===== src/design/rdnc_pkg.sv =====
// Shared types and constants of the nearest centroid classifier core.
`default_nettype none
package rdnc_pkg;

   localparam int SUM_W      = 38;
   localparam int RMS_W      = 19;
   localparam int REM_W      = RMS_W + 3;
   localparam int SQRT_CNT_W = $clog2(RMS_W + 1);
   localparam int CLASS_W    = 2;
   localparam int ID_W       = 8;
   localparam int TICK_W     = 20;
   localparam int ISSUE_W    = 2;
   localparam int CSR_IDX_W  = 2;
   localparam int CSR_DATA_W = 20;

   localparam logic [ISSUE_W-1:0] ISSUE_LIMIT = 2'd3;
   localparam logic [TICK_W-1:0]  TICK_RESET  = 20'd1000;

   localparam logic OP_SAMPLE = 1'b0;
   localparam logic OP_TICK   = 1'b1;

   localparam logic [CSR_IDX_W-1:0] CSR_CENTROID_ZERO  = 2'd0;
   localparam logic [CSR_IDX_W-1:0] CSR_CENTROID_ONE   = 2'd1;
   localparam logic [CSR_IDX_W-1:0] CSR_CENTROID_TWO   = 2'd2;
   localparam logic [CSR_IDX_W-1:0] CSR_INTERVAL_TICKS = 2'd3;

   localparam logic [CLASS_W-1:0] CLASS_ZERO = 2'd0;
   localparam logic [CLASS_W-1:0] CLASS_ONE  = 2'd1;
   localparam logic [CLASS_W-1:0] CLASS_TWO  = 2'd2;

   typedef enum logic [2:0] {
      ST_IDLE,
      ST_SQUARE,
      ST_ROOT,
      ST_PICK
   } rdnc_state_type;

endpackage
`default_nettype wire


===== src/design/rdnc_sqmac.sv =====
// Bit-serial delta squarer with saturating sum accumulator.
`default_nettype none
module rdnc_sqmac #(
   parameter int SAMPLE_BITS = 16
) (
   input  wire logic                       clock,
   input  wire logic                       reset,
   input  wire logic                       start,
   input  wire logic                       clear,
   input  wire logic [SAMPLE_BITS-1:0]     delta,
   output logic                            busy,
   output logic [rdnc_pkg::SUM_W-1:0]      sum
);
   import rdnc_pkg::*;

   localparam int PROD_W = 2 * SAMPLE_BITS;
   localparam int ACC_W  = ((PROD_W > SUM_W) ? PROD_W : SUM_W) + 1;

   logic [PROD_W-1:0]      mcand_ff, mcand_in;
   logic [SAMPLE_BITS-1:0] mplier_ff, mplier_in;
   logic [PROD_W-1:0]      prod_ff, prod_in;
   logic [SUM_W-1:0]       sum_ff, sum_in;
   logic                   step_ff, step_in;
   logic                   fold_ff, fold_in;
   logic [PROD_W-1:0]      prod_add;
   logic [ACC_W-1:0]       acc;
   logic [ACC_W-1:0]       sum_max_ext;

   always_comb begin
      prod_add    = mplier_ff[0] ? mcand_ff : '0;
      sum_max_ext = {{(ACC_W-SUM_W){1'b0}}, {SUM_W{1'b1}}};
      acc         = ACC_W'(sum_ff) + ACC_W'(prod_ff);
      mcand_in    = mcand_ff;
      mplier_in   = mplier_ff;
      prod_in     = prod_ff;
      step_in     = step_ff;
      fold_in     = 1'b0;
      sum_in      = sum_ff;
      if (start) begin
         mcand_in  = PROD_W'(delta);
         mplier_in = delta;
         prod_in   = '0;
         step_in   = 1'b1;
      end else if (step_ff) begin
         prod_in   = prod_ff + prod_add;
         mcand_in  = mcand_ff << 1;
         mplier_in = mplier_ff >> 1;
         if (mplier_ff[SAMPLE_BITS-1:1] == '0) begin
            step_in = 1'b0;
            fold_in = 1'b1;
         end
      end
      if (fold_ff) begin
         sum_in = (acc > sum_max_ext) ? {SUM_W{1'b1}} : acc[SUM_W-1:0];
      end
      if (clear) begin
         sum_in = '0;
      end
   end

   always_ff @(posedge clock) begin
      mcand_ff  <= mcand_in;
      mplier_ff <= mplier_in;
      prod_ff   <= prod_in;
      if (reset) begin
         step_ff <= 1'b0;
         fold_ff <= 1'b0;
         sum_ff  <= '0;
      end else begin
         step_ff <= step_in;
         fold_ff <= fold_in;
         sum_ff  <= sum_in;
      end
   end

   assign busy = step_ff | fold_ff;
   assign sum  = sum_ff;

endmodule
`default_nettype wire


===== src/design/rdnc_sqrt.sv =====
// Digit-serial floor square root, two radicand bits per cycle.
`default_nettype none
module rdnc_sqrt (
   input  wire logic                       clock,
   input  wire logic                       reset,
   input  wire logic                       start,
   input  wire logic [rdnc_pkg::SUM_W-1:0] radicand,
   output logic                            busy,
   output logic [rdnc_pkg::RMS_W-1:0]      root
);
   import rdnc_pkg::*;

   logic [SUM_W-1:0]      rad_ff, rad_in;
   logic [REM_W-1:0]      rem_ff, rem_in;
   logic [RMS_W-1:0]      root_ff, root_in;
   logic [SQRT_CNT_W-1:0] cnt_ff, cnt_in;
   logic                  run_ff, run_in;
   logic [REM_W-1:0]      rem_sh;
   logic [REM_W-1:0]      trial;
   logic                  ge;

   always_comb begin
      rem_sh  = {rem_ff[REM_W-3:0], rad_ff[SUM_W-1 -: 2]};
      trial   = {1'b0, root_ff, 2'b01};
      ge      = rem_sh >= trial;
      rad_in  = rad_ff;
      rem_in  = rem_ff;
      root_in = root_ff;
      cnt_in  = cnt_ff;
      run_in  = run_ff;
      if (start) begin
         rad_in  = radicand;
         rem_in  = '0;
         root_in = '0;
         cnt_in  = SQRT_CNT_W'(RMS_W);
         run_in  = 1'b1;
      end else if (run_ff) begin
         rad_in  = rad_ff << 2;
         rem_in  = ge ? (rem_sh - trial) : rem_sh;
         root_in = {root_ff[RMS_W-2:0], ge};
         cnt_in  = cnt_ff - 1'b1;
         if (cnt_ff == SQRT_CNT_W'(1)) begin
            run_in = 1'b0;
         end
      end
   end

   always_ff @(posedge clock) begin
      rad_ff  <= rad_in;
      rem_ff  <= rem_in;
      root_ff <= root_in;
      cnt_ff  <= cnt_in;
      if (reset) begin
         run_ff <= 1'b0;
      end else begin
         run_ff <= run_in;
      end
   end

   assign busy = run_ff;
   assign root = root_ff;

endmodule
`default_nettype wire


===== src/design/rms_delta_nearest_centroid_classifier_core.sv =====
// Top level: sample intake, issue window, centroid pick and result register.
// Tick and first/overlong samples need no arithmetic; a delta sample runs the serial squarer,
// one shift-add step per significant bit of |delta| (at least one), then a saturating fold.
// A last sample then adds the serial square root, a handover and the centroid pick.
// One item is in work at a time; a held result stalls intake only once the next result is
// ready. Reset clears control, sum and window state, centroids to 0, interval_ticks to 1000.
`default_nettype none
module rms_delta_nearest_centroid_classifier_core #(
   parameter int SAMPLES_PER_MESSAGE = 60,
   parameter int SAMPLE_BITS         = 16
) (
   input  wire logic                            clock,
   input  wire logic                            reset,
   input  wire logic                            req_valid,
   output logic                                 req_ready,
   input  wire logic                            req_operation,
   input  wire logic [SAMPLE_BITS-1:0]          req_sample_value,
   input  wire logic [rdnc_pkg::ID_W-1:0]       req_source_id,
   input  wire logic                            req_last_sample,
   output logic                                 rsp_valid,
   input  wire logic                            rsp_ready,
   output logic                                 rsp_class_valid,
   output logic [rdnc_pkg::CLASS_W-1:0]         rsp_class_index,
   output logic [rdnc_pkg::ID_W-1:0]            rsp_destination_id,
   output logic [rdnc_pkg::RMS_W-1:0]           rsp_rms_value,
   input  wire logic                            csr_valid,
   output logic                                 csr_ready,
   input  wire logic [rdnc_pkg::CSR_IDX_W-1:0]  csr_index,
   input  wire logic [rdnc_pkg::CSR_DATA_W-1:0] csr_data
);
   import rdnc_pkg::*;

   localparam int IDX_W = $clog2(SAMPLES_PER_MESSAGE + 1);

   rdnc_state_type state_ff, state_in;

   logic [RMS_W-1:0]       cent0_ff, cent1_ff, cent2_ff;
   logic [TICK_W-1:0]      interval_ff;
   logic [SAMPLE_BITS-1:0] prev_ff, prev_in;
   logic [IDX_W-1:0]       index_ff, index_in;
   logic [ISSUE_W-1:0]     issued_ff, issued_in;
   logic                   running_ff, running_in;
   logic [TICK_W-1:0]      remaining_ff, remaining_in;
   logic                   last_ff;
   logic [ID_W-1:0]        src_ff;
   logic                   rsp_valid_ff, rsp_valid_in;
   logic                   rsp_class_valid_ff;
   logic [CLASS_W-1:0]     rsp_class_index_ff;
   logic [ID_W-1:0]        rsp_dest_ff;
   logic [RMS_W-1:0]       rsp_rms_ff;

   logic                   req_fire, is_tick, take, needs_square;
   logic                   sq_start, rt_start, pick_load;
   logic                   sq_busy, rt_busy;
   logic [SUM_W-1:0]       sq_sum;
   logic [RMS_W-1:0]       rt_root;
   logic [SAMPLE_BITS-1:0] delta;
   logic [RMS_W-1:0]       diff0, diff1, diff2, best_diff;
   logic [CLASS_W-1:0]     best;
   logic                   issue_ok;

   assign req_fire     = req_valid && req_ready;
   assign is_tick      = req_operation == OP_TICK;
   assign take         = index_ff < IDX_W'(SAMPLES_PER_MESSAGE);
   assign needs_square = take && (index_ff != '0);
   assign delta        = (req_sample_value >= prev_ff) ? (req_sample_value - prev_ff)
                                                       : (prev_ff - req_sample_value);
   assign csr_ready    = 1'b1;

   always_comb begin
      state_in = state_ff;
      case (state_ff)
         ST_IDLE: begin
            if (req_fire && !is_tick) begin
               if (needs_square) begin
                  state_in = ST_SQUARE;
               end else if (req_last_sample) begin
                  state_in = ST_ROOT;
               end
            end
         end
         ST_SQUARE: begin
            if (!sq_busy) begin
               state_in = last_ff ? ST_ROOT : ST_IDLE;
            end
         end
         ST_ROOT: begin
            if (!rt_busy) begin
               state_in = ST_PICK;
            end
         end
         ST_PICK: begin
            if (!rsp_valid_ff || rsp_ready) begin
               state_in = ST_IDLE;
            end
         end
         default: state_in = ST_IDLE;
      endcase
   end

   always_comb begin
      req_ready = 1'b0;
      sq_start  = 1'b0;
      rt_start  = 1'b0;
      pick_load = 1'b0;
      case (state_ff)
         ST_IDLE: begin
            req_ready = 1'b1;
            sq_start  = req_fire && !is_tick && needs_square;
            rt_start  = req_fire && !is_tick && !needs_square && req_last_sample;
         end
         ST_SQUARE: begin
            rt_start = !sq_busy && last_ff;
         end
         ST_PICK: begin
            pick_load = !rsp_valid_ff || rsp_ready;
         end
         default: begin
            req_ready = 1'b0;
         end
      endcase
   end

   rdnc_sqmac #(
      .SAMPLE_BITS(SAMPLE_BITS)
   ) u_sqmac (
      .clock (clock),
      .reset (reset),
      .start (sq_start),
      .clear (pick_load),
      .delta (delta),
      .busy  (sq_busy),
      .sum   (sq_sum)
   );

   rdnc_sqrt u_sqrt (
      .clock    (clock),
      .reset    (reset),
      .start    (rt_start),
      .radicand (sq_sum),
      .busy     (rt_busy),
      .root     (rt_root)
   );

   always_comb begin
      diff0 = (rt_root >= cent0_ff) ? (rt_root - cent0_ff) : (cent0_ff - rt_root);
      diff1 = (rt_root >= cent1_ff) ? (rt_root - cent1_ff) : (cent1_ff - rt_root);
      diff2 = (rt_root >= cent2_ff) ? (rt_root - cent2_ff) : (cent2_ff - rt_root);
      best      = CLASS_ZERO;
      best_diff = diff0;
      if (diff1 < best_diff) begin
         best      = CLASS_ONE;
         best_diff = diff1;
      end
      if (diff2 < best_diff) begin
         best = CLASS_TWO;
      end
   end

   assign issue_ok = issued_ff < ISSUE_LIMIT;

   always_comb begin
      prev_in      = prev_ff;
      index_in     = index_ff;
      issued_in    = issued_ff;
      running_in   = running_ff;
      remaining_in = remaining_ff;
      rsp_valid_in = rsp_valid_ff && !rsp_ready;
      if (req_fire) begin
         if (is_tick) begin
            if (running_ff) begin
               if (remaining_ff <= TICK_W'(1)) begin
                  remaining_in = '0;
                  running_in   = 1'b0;
                  issued_in    = '0;
               end else begin
                  remaining_in = remaining_ff - 1'b1;
               end
            end
         end else if (take) begin
            prev_in  = req_sample_value;
            index_in = index_ff + 1'b1;
         end
      end
      if (pick_load) begin
         rsp_valid_in = 1'b1;
         prev_in      = '0;
         index_in     = '0;
         if (issue_ok) begin
            issued_in = issued_ff + 1'b1;
            if (!running_ff) begin
               running_in   = 1'b1;
               remaining_in = interval_ff;
            end
         end
      end
   end

   always_ff @(posedge clock) begin
      if (req_fire && !is_tick) begin
         last_ff <= req_last_sample;
         src_ff  <= req_source_id;
      end
      if (pick_load) begin
         rsp_class_valid_ff <= issue_ok;
         rsp_class_index_ff <= issue_ok ? best : CLASS_ZERO;
         rsp_dest_ff        <= src_ff;
         rsp_rms_ff         <= rt_root;
      end
      if (reset) begin
         state_ff     <= ST_IDLE;
         cent0_ff     <= '0;
         cent1_ff     <= '0;
         cent2_ff     <= '0;
         interval_ff  <= TICK_RESET;
         prev_ff      <= '0;
         index_ff     <= '0;
         issued_ff    <= '0;
         running_ff   <= 1'b0;
         remaining_ff <= '0;
         rsp_valid_ff <= 1'b0;
      end else begin
         state_ff     <= state_in;
         prev_ff      <= prev_in;
         index_ff     <= index_in;
         issued_ff    <= issued_in;
         running_ff   <= running_in;
         remaining_ff <= remaining_in;
         rsp_valid_ff <= rsp_valid_in;
         if (csr_valid && csr_ready) begin
            case (csr_index)
               CSR_CENTROID_ZERO:  cent0_ff    <= csr_data[RMS_W-1:0];
               CSR_CENTROID_ONE:   cent1_ff    <= csr_data[RMS_W-1:0];
               CSR_CENTROID_TWO:   cent2_ff    <= csr_data[RMS_W-1:0];
               CSR_INTERVAL_TICKS: interval_ff <= csr_data[TICK_W-1:0];
               default:            interval_ff <= interval_ff;
            endcase
         end
      end
   end

   assign rsp_valid          = rsp_valid_ff;
   assign rsp_class_valid    = rsp_class_valid_ff;
   assign rsp_class_index    = rsp_class_index_ff;
   assign rsp_destination_id = rsp_dest_ff;
   assign rsp_rms_value      = rsp_rms_ff;

   a_ready_units_idle : assert property (@(posedge clock) disable iff (reset)
      req_ready |-> (!sq_busy && !rt_busy))
      else $error("item accepted while an arithmetic unit is busy");

   a_issue_limit : assert property (@(posedge clock) disable iff (reset)
      issued_ff <= ISSUE_LIMIT)
      else $error("issue count beyond limit");

   a_idle_window_clear : assert property (@(posedge clock) disable iff (reset)
      !running_ff |-> (issued_ff == '0))
      else $error("issues counted with window timer idle");

   a_gated_index : assert property (@(posedge clock) disable iff (reset)
      (rsp_valid_ff && !rsp_class_valid_ff) |-> (rsp_class_index_ff == CLASS_ZERO))
      else $error("gated item carries a class index");

   a_pick_from_root : assert property (@(posedge clock) disable iff (reset)
      (state_ff == ST_PICK) |-> ($past(state_ff) == ST_ROOT || $past(state_ff) == ST_PICK))
      else $error("centroid pick without square root");

endmodule
`default_nettype wire

===== config.mk =====
export PLATFORM = sky130hd
export DESIGN_NAME = rms_delta_nearest_centroid_classifier_core
export DESIGN_NICKNAME = d
export VERILOG_FILES = /design/src/design/rdnc_pkg.sv /design/src/design/rdnc_sqmac.sv /design/src/design/rdnc_sqrt.sv /design/src/design/rms_delta_nearest_centroid_classifier_core.sv
export SDC_FILE = /design/constraint.sdc
export NUM_CORES = 1
export LEC_CHECK = 0
export ABC_AREA = 1
export BUFFER_PORTS_ARGS = -buffer_cell sky130_fd_sc_hd__buf_2
export CAP_MARGIN = 20
export CORE_UTILIZATION = 53
export CTS_CLUSTER_DIAMETER = 80
export DETAILED_ROUTE_END_ITERATION = 6
export PLACE_DENSITY_LB_ADDON = 0.3
export SETUP_SLACK_MARGIN = 0.05
export SKIP_LAST_GASP = 1
export SLEW_MARGIN = 10
export SYNTH_ARGS = -nofsm -noshare
export SYNTH_HDL_FRONTEND = slang
export SYNTH_SLANG_ARGS = --single-unit

===== constraint.sdc =====
create_clock -name clock -period 5 [get_ports clock]
set_input_delay 1 -clock clock [delete_from_list [all_inputs] [get_ports clock]]
set_output_delay 1 -clock clock [all_outputs]
set_load 0.02 [all_outputs]

After elaboration in Yosys (flattened, before gate mapping)
Cells that the tools add are included.
{"block": "classes", "addsub": 15, "magnitude_cmp": 11, "n_mux": 56, "n_bitwise": 4, "reduce_logical": 29, "n_eq_ne": 12}
{"operator": "20-bit 2-to-1 mux", "n": 8}
{"operator": "38-bit 2-to-1 mux", "n": 3}
{"operator": "19-bit subtractor", "n": 6}
{"operator": "16-bit 2-to-1 mux", "n": 5}
{"operator": "19-bit 2-to-1 mux", "n": 4}
{"operator": "19-bit >= comparator", "n": 3}
{"operator": "38-bit by 32-bit adder with 39-bit output", "n": 1}
{"operator": "39-bit by 38-bit greater-than comparator with 1-bit output, second input constant", "n": 1}
{"operator": "19-bit < comparator", "n": 2}
{"operator": "32-bit adder", "n": 1}
{"operator": "32-bit 2-to-1 mux", "n": 1}
{"operator": "16-bit subtractor", "n": 2}
{"operator": "22-bit by 21-bit >= comparator with 1-bit output", "n": 1}
{"operator": "20-bit by 1-bit less-or-equal comparator with 1-bit output, second input constant", "n": 1}
{"operator": "20-bit by 1-bit subtractor with 20-bit output, second input constant", "n": 1}
{"operator": "20-bit subtractor", "n": 1}
{"operator": "1-bit 2-to-1 mux", "n": 19}
{"operator": "3-bit 2-to-1 mux", "n": 6}
{"operator": "16-bit >= comparator", "n": 1}
{"operator": "2-bit 2-to-1 mux", "n": 8}
{"operator": "15-bit zero test", "n": 1}
{"operator": "3-bit case mux with 4 select lines", "n": 1}
{"operator": "1-bit logical AND", "n": 8}
{"operator": "2-bit inequality test, second input constant", "n": 4}
{"operator": "other kinds (25)", "n": 38}
{"block": "word_totals", "inputBits": 53, "regBits": 368}

Longest topological paths before layout
Gate-level depths: netlist of run 1.
{"block": "logic_depth", "ltp_word": 8, "ltp_mapped": 36, "mapped_depth_nobuf": 33}

By module
Synthesis of run 1 repeated with hierarchy kept, for this count alone.
{"block": "hier_totals", "cells_unflattened": 4491, "area_unflattened_um2": 29517.1}
{"module": "rms_delta_nearest_centroid_classifier_core", "n_inst": 1, "area_per_inst_um2": 15718.8, "cells_per_inst": 2417}
{"module": "rdnc_sqmac", "n_inst": 1, "area_per_inst_um2": 8961.1, "cells_per_inst": 1399}
{"module": "rdnc_sqrt", "n_inst": 1, "area_per_inst_um2": 4837.1, "cells_per_inst": 675}

Worst setup path after synthesis of run 1
Ideal clock, no wire load.
{"block": "synth_timing", "path_kind": "flip-flop to flip-flop", "start": "reg u_sqrt.root_ff[1] (netlist: u_sqrt.root[1])", "end": "reg rsp_class_index_ff[0] (netlist: rsp_class_index[0]), data pin", "path_stages_with_launch": 30, "setup_slack_ns": 0.454, "arrival_ns": 4.281, "setup_time_ns": 0.264, "period_less_slack_ns": 4.546, "n_path_buf": 1, "path_cell_list": "dfxtp_1 inv_1 fa_1 nand2_1 nand2_1 a21boi_0 inv_1 nand2_1 nand2_1 xor2_1 nand2_1 nand2_1 ha_1 nand2_1 inv_1 nand2_1 nand2_1 a21oi_1 nand3_1 inv_1 clkbuf_1 nand2_1 nand2_1 ha_1 a21oi_1 o21ai_0 a21oi_1 nor2_1 a211oi_1 a21oi_1"}
{"block": "synth_via", "elab_chain_len": 6}
{"item": "from (decl)", "line_no": "rdnc_sqrt.sv:15", "rtl": "logic [RMS_W-1:0] root_ff, root_in;"}
{"item": "from (signal assigned)", "line_no": "rdnc_sqrt.sv:51", "rtl": "root_ff <= root_in;"}
{"item": "19-bit subtractor (tied with other cells)", "line_no": "rms_delta_nearest_centroid_classifier_core.sv:147", "rtl": "diff1 = (rt_root >= cent1_ff) ? (rt_root - cent1_ff) : (cent1_ff - rt_root);"}
{"item": "19-bit 2-to-1 mux, on equally long branches", "line_no": "rms_delta_nearest_centroid_classifier_core.sv:147, rms_delta_nearest_centroid_classifier_core.sv:146"}
{"item": "19-bit < comparator", "line_no": "rms_delta_nearest_centroid_classifier_core.sv:151", "rtl": "if (diff1 < best_diff) begin"}
{"item": "19-bit 2-to-1 mux", "line_no": "rms_delta_nearest_centroid_classifier_core.sv:151"}
{"item": "19-bit < comparator", "line_no": "rms_delta_nearest_centroid_classifier_core.sv:155", "rtl": "if (diff2 < best_diff) begin"}
{"item": "2-bit OR reduction (no line)"}
{"item": "to (signal assigned)", "line_no": "rms_delta_nearest_centroid_classifier_core.sv:206", "rtl": "rsp_class_index_ff <= issue_ok ? best : CLASS_ZERO;"}
{"item": "to (decl)", "line_no": "rms_delta_nearest_centroid_classifier_core.sv:48", "rtl": "logic [CLASS_W-1:0] rsp_class_index_ff;"}
Several ways; a longest one is shown, not always the timed one.
A chain may end at the register's enable or synchronous reset.

Final worst setup path of run 1
{"block": "layout_timing", "start": "reg u_sqrt.root_ff[12] (netlist: u_sqrt.root[12])", "end": "reg rsp_class_index_ff[1] (netlist: rsp_class_index[1]), data pin"}
{"block": "layout_via", "elab_chain_len": 6}
{"item": "19-bit subtractor (tied with other cells)", "line_no": "rms_delta_nearest_centroid_classifier_core.sv:147"}
{"item": "19-bit 2-to-1 mux, on equally long branches", "line_no": "rms_delta_nearest_centroid_classifier_core.sv:147, rms_delta_nearest_centroid_classifier_core.sv:146"}
{"item": "19-bit < comparator", "line_no": "rms_delta_nearest_centroid_classifier_core.sv:151"}
{"item": "19-bit 2-to-1 mux", "line_no": "rms_delta_nearest_centroid_classifier_core.sv:151"}
{"item": "19-bit < comparator *", "line_no": "rms_delta_nearest_centroid_classifier_core.sv:155"}
{"item": "2-bit 2-to-1 mux *", "line_no": "rms_delta_nearest_centroid_classifier_core.sv:155"}
Mark *: on every way between the ends. The rest lies on a longest branch, timed or not.

==> results.tsv, run 1 <==
metric	value	unit
grt_pass1_vias	27590	
numPortBuffers	84	
fin_worst_skew	0.02139	ns
start_util	53.75	%
hold_viol_final	0	
die-area	55730	um^2
cp.arrival	5.06	ns
max_clock_freq	211.9	MHz
drive_above_1_share	10.09	%
cts.htree.levels	2	
ys_seq_area_share	29.06	%
path_buf_inv	4	
worstHoldEndpoint	rsp_destination_id[2]$_DFFE_PP_	
setup_viol	0	
wl	98870	um
avgSynthCellArea	6.697	um^2
worst_slew_pin_slew	1.057	ns
p_leak	16.34	nW
max-vdd-ir-drop	337.8	uV
total_power	16.58	mW
reg2reg_from	u_sqrt.root[12]$_SDFFE_PP0P_	
grt_pass1_wl	153600	um
drtPass1Iterations	7	
finalMaxSlewViolations	0	
async_reset_ff_share	0	%
r2r_cells	29	
grt_overflow	0	
critical_path.endpoint_type	flop	
pre_cts_ws	0.1011	ns
wl_per_cell	19.02	um
path_class	flop to flop	
layout_common_cells	1,176 x nand2_1, 518 x inv_1, 389 x nor2_1, 387 x a21oi_1, 334 x o21ai_0	
netlist_instances	4336	
layout_commonest_cell	nand2_1	
antenna_found_initial	5	
rsz0062_at_grt	true	
cp_common_cell	nand2_1	
io_pins	86	
placementRows	85	
place_inst	5102	
die_y	236.1	um
syn2layout_area_growth	12.23	%
min_path_type	flop to flop	
max_slew_margin	29.11	%
crit_required	5.34	ns
cap_violations	0	
whs_path_depth	0	
antenna_left	0	
yosys_warnings	0	
cellPowerDensity	508.9	nW/um^2
dpl.hpwl	78340	um
clock_sinks	367	
root_buffer	clkbuf_16	
grt_max_degree	67	
worst_slack	0.2800	ns
via_count	29130	
cts.reportedPaths.clkPinSlew	0.06	ns
finalNonFillerCells	5198	
coreArea	54030	um^2
r2r_end	rsp_class_index[1]$_SDFFCE_PP0P_	
numCtsBuffers	46	
period_share	94.40	%
grt_usage	35.25	%
clk_path_buf_depth	3	
ys_seq_elements	367	
status	finished, violations left	
whs	0.4177	ns
rrSetupSlack	0.28	ns
worstSkewPairLatency	0.60	ns
cp_max_fo	8	
violations	design-rule violations	
routabilityCongestion	1.078	
drc_errors	1	
synth-edff-count	109	
die_w	236.1	um
fillers	5229	
slowest_delay	0.45	ns
via_per_inst	5.603	
drt_iter0_markers	2404	
synth_nets	4668	
nets	4794	
hp-start	src_ff[2]$_DFFE_PP_	
critical-path-top-delay-family	simple AND/OR/NAND/NOR gates	
crit_slowest_cell	o21ai_0	
synth_top_flop_cell	dfxtp_1	
cts_tree	done	
synth_cell_type_count	60	
cp-start-kind	flop	
period_needed	4.720	ns
syn-cell-area	29040	um^2
[metal layers]
layer  track usage, %  part of all wire [%]  vias up
li1                 -                     -    14470
met1            43.76                    41    13390
met2            59.48                    46     1025
met3            5.641                   7.1      235
met4            16.85                   5.3        2
met5                0                 0.021        -
[cells in the mapped netlist, types with 6 or more instances]
library cell  count  share of area, %
buf_6             7              0.27
xor2_1          115               3.5
inv_2            10              0.13
xnor2_1          30              0.90
nand3_1         197               3.4
nand4_1          39              0.84
ha_1            269                12
or2_2             8              0.17
inv_1           525               6.8
o21ai_2           6              0.18
o21bai_1         27              0.70
o21a_1           11              0.28
o21ai_0         339               5.8
o22ai_1          19              0.41
fa_1             10              0.69
a211oi_1          7              0.18
nand2_2           7              0.15
nor3_1           50              0.86
nor2_1          402               5.2
a31oi_1          12              0.26
nor4_1           12              0.26
nor2_2            8              0.17
clkbuf_1         72              0.93
buf_2            28              0.48
a21oi_1         401               6.9
o211ai_1         19              0.49
buf_4             8              0.21
a21o_1           36              0.93
edfxtp_1        109                11
nand3b_1         13              0.34
o21ai_1          22              0.38
a21boi_0         12              0.31
dfxtp_1         258                18
a21oi_2          13              0.39
nand2_1        1183                15
[report_power, final]
group	total, mW	leakage [nW]	internal, mW	switching (mW)
clock	3.24	0.714	1.81	1.44
sequential	3.91	3.14	3.55	0.365
combinational	9.43	12.5	3.37	6.06
total	16.6	16.3	8.73	7.86
[worst max path at each step]
stage / startpoint / to / depth (start not counted)
floorplan: u_sqrt.root[1]$_SDFFE_PP0P_ / rsp_class_index[0]$_SDFFCE_PP0P_ / 29
global placement: u_sqrt.root[0]$_SDFFE_PP0P_ / rsp_class_index[0]$_SDFFCE_PP0P_ / 32
detailed placement: u_sqrt.root[10]$_SDFFE_PP0P_ / rsp_class_index[0]$_SDFFCE_PP0P_ / 30
CTS: u_sqrt.root[10]$_SDFFE_PP0P_ / rsp_class_index[0]$_SDFFCE_PP0P_ / 30
global route: cent1_ff[14]$_SDFFE_PP0P_ / rsp_class_index[1]$_SDFFCE_PP0P_ / 34
finish: u_sqrt.root[12]$_SDFFE_PP0P_ / rsp_class_index[1]$_SDFFCE_PP0P_ / 29
[area by class of cell]
class	count	area (um^2)	share of cell area, %
sequential	367	8461	25.96
antenna	2	5.005	0.01536
clock buffer	57	1254	3.847
tap	696	870.8	2.672
timing repair buffer	204	1399	4.292
clock inverter	29	203.9	0.6258
inverter	539	2046	6.277
multi-input combinational	3304	18350	56.31
[per-stage QoR]
step | util, % | area (um^2) | TNS (ns)
finish | 60.32 | 32590 | 0
global route | 60.31 | 32580 | -0.01814
CTS | 59.38 | 32080 | 0
detailed placement | 56.68 | 30620 | 0
global placement | 56.68 | 30620 | 0
floorplan | - | 29040 | 0
[state kept, by name (all words and copies together) (netlist names), 2 cells and up]
name                flops
u_sqmac.sum            38
u_sqrt.rad_ff          38
u_sqmac.mcand_ff       32
u_sqmac.prod_ff        32
interval_ff            20
remaining_ff           20
u_sqrt.rem_ff          20
cent0_ff               19
cent1_ff               19
cent2_ff               19
rsp_rms_value          19
u_sqrt.root            19
prev_ff                16
u_sqmac.mplier_ff      16
rsp_destination_id      8
src_ff                  8
index_ff                6
u_sqrt.cnt_ff           5
issued_ff               2
rsp_class_index         2
state_ff                2
[cells by family after synthesis]
family / Yosys count / synth area share [%]
AOI/OAI and AO/OA: 934 / 17.56
DFF: 367 / 29.06
and+or+nand+nor: 1944 / 27.60
buffers and inverters: 665 / 9.074
muxes: 1 / 0.03447
other: 1 / 0.01291
adders and majority gates: 279 / 12.28
xor gates and xnor gates: 145 / 4.373
[repair_timing]
action / CTS / global route
endpoints found under the setup margin: 0 / 2
hold buffers: 0 / 0
buffers inserted: 0 / 6
resized for setup: 0 / 124
(Power assumes the default switching activity.)
==> run 2, diff against run 1 <==
CORE_UTILIZATION = 55   (was 53)
SLEW_MARGIN = default   (was 10)
==> results.tsv, run 2 (synthesized netlist as in run 1, its figures left out) <==
metric	value	unit
status	finished, final reports clean	
finalMaxSlewViolations	0	
fillers	4942	
antenna_left	0	
crit_slowest_cell	dfxtp_2	
fin_worst_skew	0.02209	ns
rrSetupSlack	0.30	ns
nets	4760	
setup_viol	0	
cts_hold_buf	0	
power.share.switching	47.02	%
via_per_inst	5.603	
cts.htree.levels	2	
root_buffer	clkbuf_16	
drc_errors	0	
dpl.hpwl	74120	um
numPortBuffers	84	
cp.arrival	5.04	ns
cts_tree	done	
worstSkewPairLatency	0.59	ns
period_share	94.06	%
max-vdd-ir-drop	357.3	uV
path_class	flop to flop	
grt_overflow	0	
cap_violations	0	
tns	0	ns
die_y	231.8	um
routabilityCongestion	1.097	
drt_iter0_markers	2409	
io_pins	86	
antenna_found_initial	5	
power_frac_clock	19.3	%
rsz0062_at_grt	false	
syn2layout_area_growth	10.54	%
placementRows	83	
drive_above_1_share	8.765	%
wl_per_cell	18.39	um
cp_common_cell	nand2_1	
cp_max_fo	6	
cp-start-kind	flop	
max_slew_margin	41.35	%
hold_viol_final	0	
drtPass1Iterations	7	
max_clock_freq	212.6	MHz
whs	0.4166	ns
utilization	62.07	%
start_util	56.15	%
p_leak	16.11	nW
layout_common_cells	1,176 x nand2_1, 517 x inv_1, 393 x a21oi_1, 392 x nor2_1, 335 x o21ai_0	
layout_commonest_cell	nand2_1	
cellPowerDensity	503.8	nW/um^2
die_w	231.8	um
power_switching	7.604	mW
min_path_type	flop to flop	
grt_max_degree	66	
cts.reportedPaths.clkPinSlew	0.06	ns
via_count	28820	
intPower	8.567	mW
p_seq_share	24.3	%
clock_sinks	367	
p_comb_share	56.4	%
worst_slew_pin_slew	0.8788	ns
grt_pass1_vias	26910	
slowest_delay	0.41	ns
coreArea	51720	um^2
period_needed	4.703	ns
numCtsBuffers	43	
grt_usage	34.73	%
die-area	53720	um^2
clk_path_buf_depth	3	
critical_path.endpoint_type	flop	
grt_pass1_wl	146500	um
crit_required	5.34	ns
wl	94620	um
## run 2: cell count changes in the layout (fill, tap and decap cells not counted), sizes merged
cell	delta
buf	-32
bufinv	+3
clkbuf	-1
clkinv	-1
diode	+1
inv	-8
## run 2: per-stage QoR
step	power, mW	setup WS (ns)	std cells	area, um^2
after CTS	15.85	0.05655	5135	31720
after detailed placement	12.70	0.05027	5057	30360
after global placement	12.64	0.02361	5056	30340
after floorplan	10.46	0.4544	4336	29040
after global routing	17.49	0.01232	5143	32100
final	16.17	0.2968	5144	32100
## run 2: what timing repair did
| item | 4_1_cts | 5_1_grt |
|---|---|---|
| gates resized for setup | 2 | 97 |
| endpoints found under the setup margin | 1 | 2 |
| cloned | 0 | 1 |
| buffers inserted | 0 | 5 |
## run 2: power groups by stage
| stage | clock (mW) | sequential, mW | combinational [mW] |
|---|---|---|---|
| after global placement | 0 | 3.96 | 8.68 |
| final | 3.12 | 3.93 | 9.12 |
| after detailed placement | 0 | 3.97 | 8.73 |
| after CTS | 3.17 | 3.91 | 8.77 |
| after floorplan | 0 | 3.83 | 6.63 |
| after global routing | 3.28 | 3.97 | 10.2 |
## run 2: layout make-up
type	instances	area [um^2]	share of cell area (%)
Tap cell	680	850.8	2.651
Clock buffer	56	1165	3.629
Clock inverter	22	196.4	0.6120
Sequential cell	367	8457	26.35
Timing Repair Buffer	172	1112	3.465
Inverter	539	2047	6.377
Timing Repair inverter	1	7.507	0.02339
Antenna cell	3	7.507	0.02339
Multi-Input combinational cell	3304	18260	56.87
## run 2: path summary, 6_finish.rpt
kind	cells after the start	to	start
setup reg to reg	30	rsp_class_index[1]$_SDFFCE_PP0P_	u_sqrt.root[12]$_SDFFE_PP0P_
hold / removal	0	rsp_destination_id[6]$_DFFE_PP_	src_ff[6]$_DFFE_PP_
setup / recovery	30	rsp_class_index[1]$_SDFFCE_PP0P_	u_sqrt.root[12]$_SDFFE_PP0P_
hold reg to reg	0	rsp_destination_id[6]$_DFFE_PP_	src_ff[6]$_DFFE_PP_
## run 2: metal layers
layer	up-vias	track usage, %	part of all wire, %
li1	14400	-	-
met1	13100	44.06	42
met2	1064	57.59	45
met3	256	4.285	6.7
met4	4	18.24	5.7
met5	-	0	0.027
## run 2: worst max-delay path: cells and delay by family (launching register included)
family	cells	cell delay [ns]
simple gates	17	1.56
fa+ha+maj	3	0.80
flops	1	0.41
buf+inv	5	0.88
compound gates	4	0.63
xor+xnor	1	0.15
